--- src/rtl/mgrs_pkg.sv ---
package mgrs_pkg;

    // One request: a node of the graph in topological order.
    typedef struct packed {
        logic        kind;
        logic [11:0] node_id;
        logic [11:0] fanin_a;
        logic        fanin_a_inv;
        logic [11:0] fanin_b;
        logic        fanin_b_inv;
        logic [11:0] fanin_c;
        logic        fanin_c_inv;
    } t_mgrs_in;

    // One result: the node's simulation word and its bucket key.
    typedef struct packed {
        logic [11:0] out_node;
        logic [31:0] sim_word;
        logic [15:0] bucket_key;
    } t_mgrs_out;

    localparam int unsigned TS_W   = 17;
    localparam int unsigned IDX_W  = 12;
    localparam int unsigned WORD_W = 32;
    localparam int unsigned KEY_W  = 16;
    localparam int unsigned DIV_CNT_W = $clog2(WORD_W);

    localparam logic [TS_W-1:0]   TS_RESET = 17'd1024;
    localparam logic [TS_W-1:0]   TS_MAX   = 17'd65536;
    localparam logic [TS_W-1:0]   TS_MIN   = 17'd1;

    localparam logic [WORD_W-1:0] GEN_HIGH_SEED = 32'd3716960521;
    localparam logic [WORD_W-1:0] GEN_LOW_SEED  = 32'd2174103536;
    localparam logic [WORD_W-1:0] GEN_HIGH_MUL  = 32'd36969;
    localparam logic [WORD_W-1:0] GEN_LOW_MUL   = 32'd18000;

    localparam logic        KIND_INPUT = 1'b0;
    localparam logic        KIND_GATE  = 1'b1;

    typedef enum logic [1:0] {
        FANIN_A,
        FANIN_B,
        FANIN_C
    } t_mgrs_fanin;

    // Commands from the controller to the datapath.
    typedef struct packed {
        logic        load;
        logic        gen_step;
        logic        rd_en;
        t_mgrs_fanin rd_sel;
        logic        cap;
        logic        word_ld;
        logic        div_step;
        logic        fin;
    } t_mgrs_cmd;

    // Status from the datapath to the controller.
    typedef struct packed {
        logic kind;
        logic div_last;
        logic out_free;
    } t_mgrs_sts;

endpackage

--- src/rtl/mgrs_ctrl.sv ---
module mgrs_ctrl (
    input  logic               i_clk,
    input  logic               i_rst_n,
    input  logic               i_in_valid,
    output logic               o_in_ready,
    input  mgrs_pkg::t_mgrs_sts i_sts,
    output mgrs_pkg::t_mgrs_cmd o_cmd
);
    import mgrs_pkg::*;

    typedef enum logic [3:0] {
        S_IDLE,
        S_GEN,
        S_RD_A,
        S_RD_B,
        S_RD_C,
        S_RD_W,
        S_WORD,
        S_DIV,
        S_FIN
    } t_state;

    t_state r_state;
    t_state n_state;

    always_comb begin
        n_state = r_state;
        o_cmd   = '0;
        unique case (r_state)
            S_IDLE: begin
                o_cmd.load = i_in_valid;
                if (i_in_valid) begin
                    n_state = S_RD_A;
                end
            end
            S_GEN: begin
                o_cmd.gen_step = 1'b1;
                n_state        = S_WORD;
            end
            S_RD_A: begin
                // The kind is known only once the request has been latched.
                if (i_sts.kind == KIND_INPUT) begin
                    n_state = S_GEN;
                end else begin
                    o_cmd.rd_en  = 1'b1;
                    o_cmd.rd_sel = FANIN_A;
                    n_state      = S_RD_B;
                end
            end
            S_RD_B: begin
                o_cmd.rd_en  = 1'b1;
                o_cmd.rd_sel = FANIN_B;
                o_cmd.cap    = 1'b1;
                n_state      = S_RD_C;
            end
            S_RD_C: begin
                o_cmd.rd_en  = 1'b1;
                o_cmd.rd_sel = FANIN_C;
                o_cmd.cap    = 1'b1;
                n_state      = S_RD_W;
            end
            S_RD_W: begin
                o_cmd.cap = 1'b1;
                n_state   = S_WORD;
            end
            S_WORD: begin
                o_cmd.word_ld = 1'b1;
                n_state       = (i_sts.kind == KIND_GATE) ? S_DIV : S_FIN;
            end
            S_DIV: begin
                o_cmd.div_step = 1'b1;
                if (i_sts.div_last) begin
                    n_state = S_FIN;
                end
            end
            S_FIN: begin
                o_cmd.fin = i_sts.out_free;
                if (i_sts.out_free) begin
                    n_state = S_IDLE;
                end
            end
            default: begin
                n_state = S_IDLE;
            end
        endcase
    end

    assign o_in_ready = (r_state == S_IDLE);

    always_ff @(posedge i_clk) begin
        if (!i_rst_n) begin
            r_state <= S_IDLE;
        end else begin
            r_state <= n_state;
        end
    end

endmodule

--- config.mk ---
export PLATFORM = sky130hd
export DESIGN_NAME = mgrs_ctrl
export DESIGN_NICKNAME = d
export VERILOG_FILES = /design/src/rtl/mgrs_pkg.sv /design/src/rtl/mgrs_ctrl.sv
export SDC_FILE = /design/constraint.sdc
export NUM_CORES = 1
export LEC_CHECK = 0
export BUFFER_PORTS_ARGS = -buffer_cell sky130_fd_sc_hd__buf_2
export CAP_MARGIN = 20
export CORE_AREA = 2 2 39 41
export DETAILED_ROUTE_END_ITERATION = 16
export DIE_AREA = 0 0 41 43
export GPL_ROUTABILITY_DRIVEN = 0
export HOLD_SLACK_MARGIN = 0.12
export PLACE_DENSITY = 0.53
export SLEW_MARGIN = 10
export SYNTH_ARGS = -nofsm -noshare
export SYNTH_HDL_FRONTEND = slang
export SYNTH_SLANG_ARGS = --single-unit
--- constraint.sdc ---
create_clock -name i_clk -period 1.3 [get_ports i_clk]
set_input_delay 0.13 -clock i_clk [delete_from_list [all_inputs] [get_ports i_clk]]
set_output_delay 0.13 -clock i_clk [all_outputs]
set_load 0.01 [all_outputs]
==> impl_results.md <==
* Via count at 433
* Routed WL at 940 um
* Cell count after synthesis at 45
* Setup TNS at -0.372 ns
* Largest net degree at the start of global routing at 10
* TritonCTS Buffers at 3
* Worst-Skew Late Latency at 0.24 ns
* Status: finished with violations
* Unrepaired setup endpoints after global routing: yes
* Layout area overhead at 74.3%
* Worst EP arrival at between 1 and 1.5 ns
* Clock Sinks at 4
* Initial antenna violation count at 0
* Residual DRC at 0
* Seq cells post-synth at 4
* Leak at about 0.27 nW
* Slew @ Worst Pin at 0.242 ns
* Yosys top cell by area: dfxtp_1
* Layout cell share with drive strength beyond 1 at around 58%
* I/O Pins at 16
* Post-synth top cells: inv_1, dfxtp_1, nor2_1, nor3_1, nor4_1
* Max frequency at just under 0.7 GHz
* Most numerous cell in the Yosys netlist: inv_1
* Final Max Slew Viols at 0
* Area contributors post-synth: dfxtp_1, inv_1, nor4_1
* Violated checks: negative setup slack
* Hpwl dp at 738 um
* Area of the mapped netlist at 337 um^2
* Total GRT Usage at roughly 11%
* Initial cell density of the core at approximately a quarter
* Synth top area share at 23.8%
* DRT Pass-1 Iters at 4
* Mean Syn Cell Area at 7.48 um^2
* Clock Skew at 0.00627 ns
* Hold Path Class: input pin to flop
* Seq/Total Area, Yosys at 23.8%
* CP startpoint kind: flop
* Flip-flop count of the largest register after layout at 4
* TritonCTS clock tree: yes
* Root Buffer: clkbuf_4
* Hold Vio Cnt, Final at 0
* Number of global-route vias before repair at 357
* Yosys cell types at 26
* Post-synth EDFFs at 0
* Max H-tree Level at 1
* Die height at 43 um
* Synth warnings at 0
* Fin crit share at 112%
* Primary FF master, synth: dfxtp_1
* Port Buf Inserts at 15
* Regs by FF count: r_state: 4 flops
* Drt first-iter violations at 9
* Crit path max fanout at 7
* Setup WS post-layout at -0.153 ns
* Avg WL per Cell at between 10 and 15 um
* Max_slew headroom at 83.7%
* Minimum clock period at between 1 and 1.5 ns
* Syn Nets at 51
* IR drop worst, VDD at between 0.4 and 0.5 mV
* Total of max-cap violations at 0
* CP Class: flop to output pin
* CP Capture Type: output pin
* Antenna-violating nets left at 0
* Fill cells at 158
* Post-synth ARST share at 0%
* CP Data Required Time at 1.17 ns
* Largest register by flop count: r_state
* Die area at between 1500 and 2000 um^2
* Worst-path clk slew at 0.04 ns
* Antenna cells at 0
* DIE WIDTH at 41 um
* Core Util, Final at 42.4%
* Core area at 1380 um^2
* Row count at 14
* Total grt overflow at 0
* Avg Vias per Cell at around 5.1
* Deepest clock path buffer count at 2
* Cell Pwr Density at around 1200 nW/um^2
* Fin nets at 77
* Setup violators final at 5
* First-pass GRT wire length at approximately 1.4 mm
-- path summary, 6_finish.rpt --
path	startpoint	endpoint	slack, ns	cells past startpoint
min	i_rst_n	r_state[3]	0.17	2
max reg2reg	r_state[1]	r_state[3]	0.04	3
min reg2reg	r_state[2]	r_state[2]	0.66	3
max	r_state[1]	o_cmd[0]	-0.15	3
-- layer usage --
| metal | vias to the layer above | part of all wire, % | global-route usage (%) | routed length (um) |
|---|---|---|---|---|
| met3 | 0 | 7.6 | 7.85 | 71 |
| met2 | 16 | 50 | 16.9 | 467 |
| met1 | 198 | 43 | 13.5 | 401 |
| li1 | 219 | - | - | - |
| met4 | 0 | 0 | 2.00 | 0 |
| met5 | - | 0 | 0 | 0 |
-- area by class of cell --
type | instances | area [um^2] | area share [%]
clock buffers | 3 | 22.5 | 3.84
inverters | 5 | 21.3 | 3.62
multi-input cells | 33 | 272 | 46.3
flip-flops and latches | 4 | 86.3 | 14.7
well taps | 16 | 20.0 | 3.41
repair buffers | 24 | 165 | 28.1
-- cells by family (layout without fill, tap and decap cells) --
family | count (synthesis) | after routing | synth area share, %
compound gates | 11 | 11 | 23.4
buf+inv | 8 | 32 | 11.5
simple gates | 21 | 21 | 38.3
flops | 4 | 4 | 23.8
mux | 1 | 1 | 2.97
-- placed cells by master, fill, tap and decap left out, types with 2 or more instances in the layout --
cell type and instances:
dfxtp_2 2, and2_1 2, o21ai_1 2, buf_6 2, buf_2 15, inv_1 4, buf_4 5, o211ai_1 2
nor2_1 3, clkbuf_4 3, nor4_2 2, nor3_2 2
-- stage by stage --
| step | hold WS (ns) | instance area [um^2] | setup slack [ns] | total power, mW | instances |
|---|---|---|---|---|---|
| after global placement | 0.359 | 483 | 0.0172 | 0.476 | 80 |
| after global routing | 0.184 | 587 | -0.208 | 0.762 | 85 |
| after detailed placement | 0.372 | 483 | 0.0213 | 0.475 | 80 |
| after CTS | 0.164 | 552 | -0.179 | 0.682 | 85 |
| final | 0.168 | 587 | -0.153 | 0.699 | 85 |
| after floorplan | 0.235 | 343 | 0.0536 | 0.344 | 45 |
-- worst max-delay path: stages (launching register included) --
cell and delay (ns):
dfxtp_4 0.36, or4b_4 0.52, nor2_2 0.08, buf_2 0.13
-- power by group --
part | total, mW | switching [mW] | internal, mW | leakage, nW
logic | 0.369 | 0.178 | 0.191 | 0.226
registers | 0.174 | 0.0268 | 0.147 | 0.0342
clock network | 0.155 | 0.0520 | 0.103 | 0.0138
-- what timing repair did --
action | 4_1_cts | 5_1_grt
hold buffers | 1 | 0
hold endpoints to repair | 1 | 0
pin swaps | 3 | 0
buffers inserted | 1 | 0
setup endpoints to repair | 9 | 11
resized for setup | 8 | 9
Power figures use the tool's default switching activity.
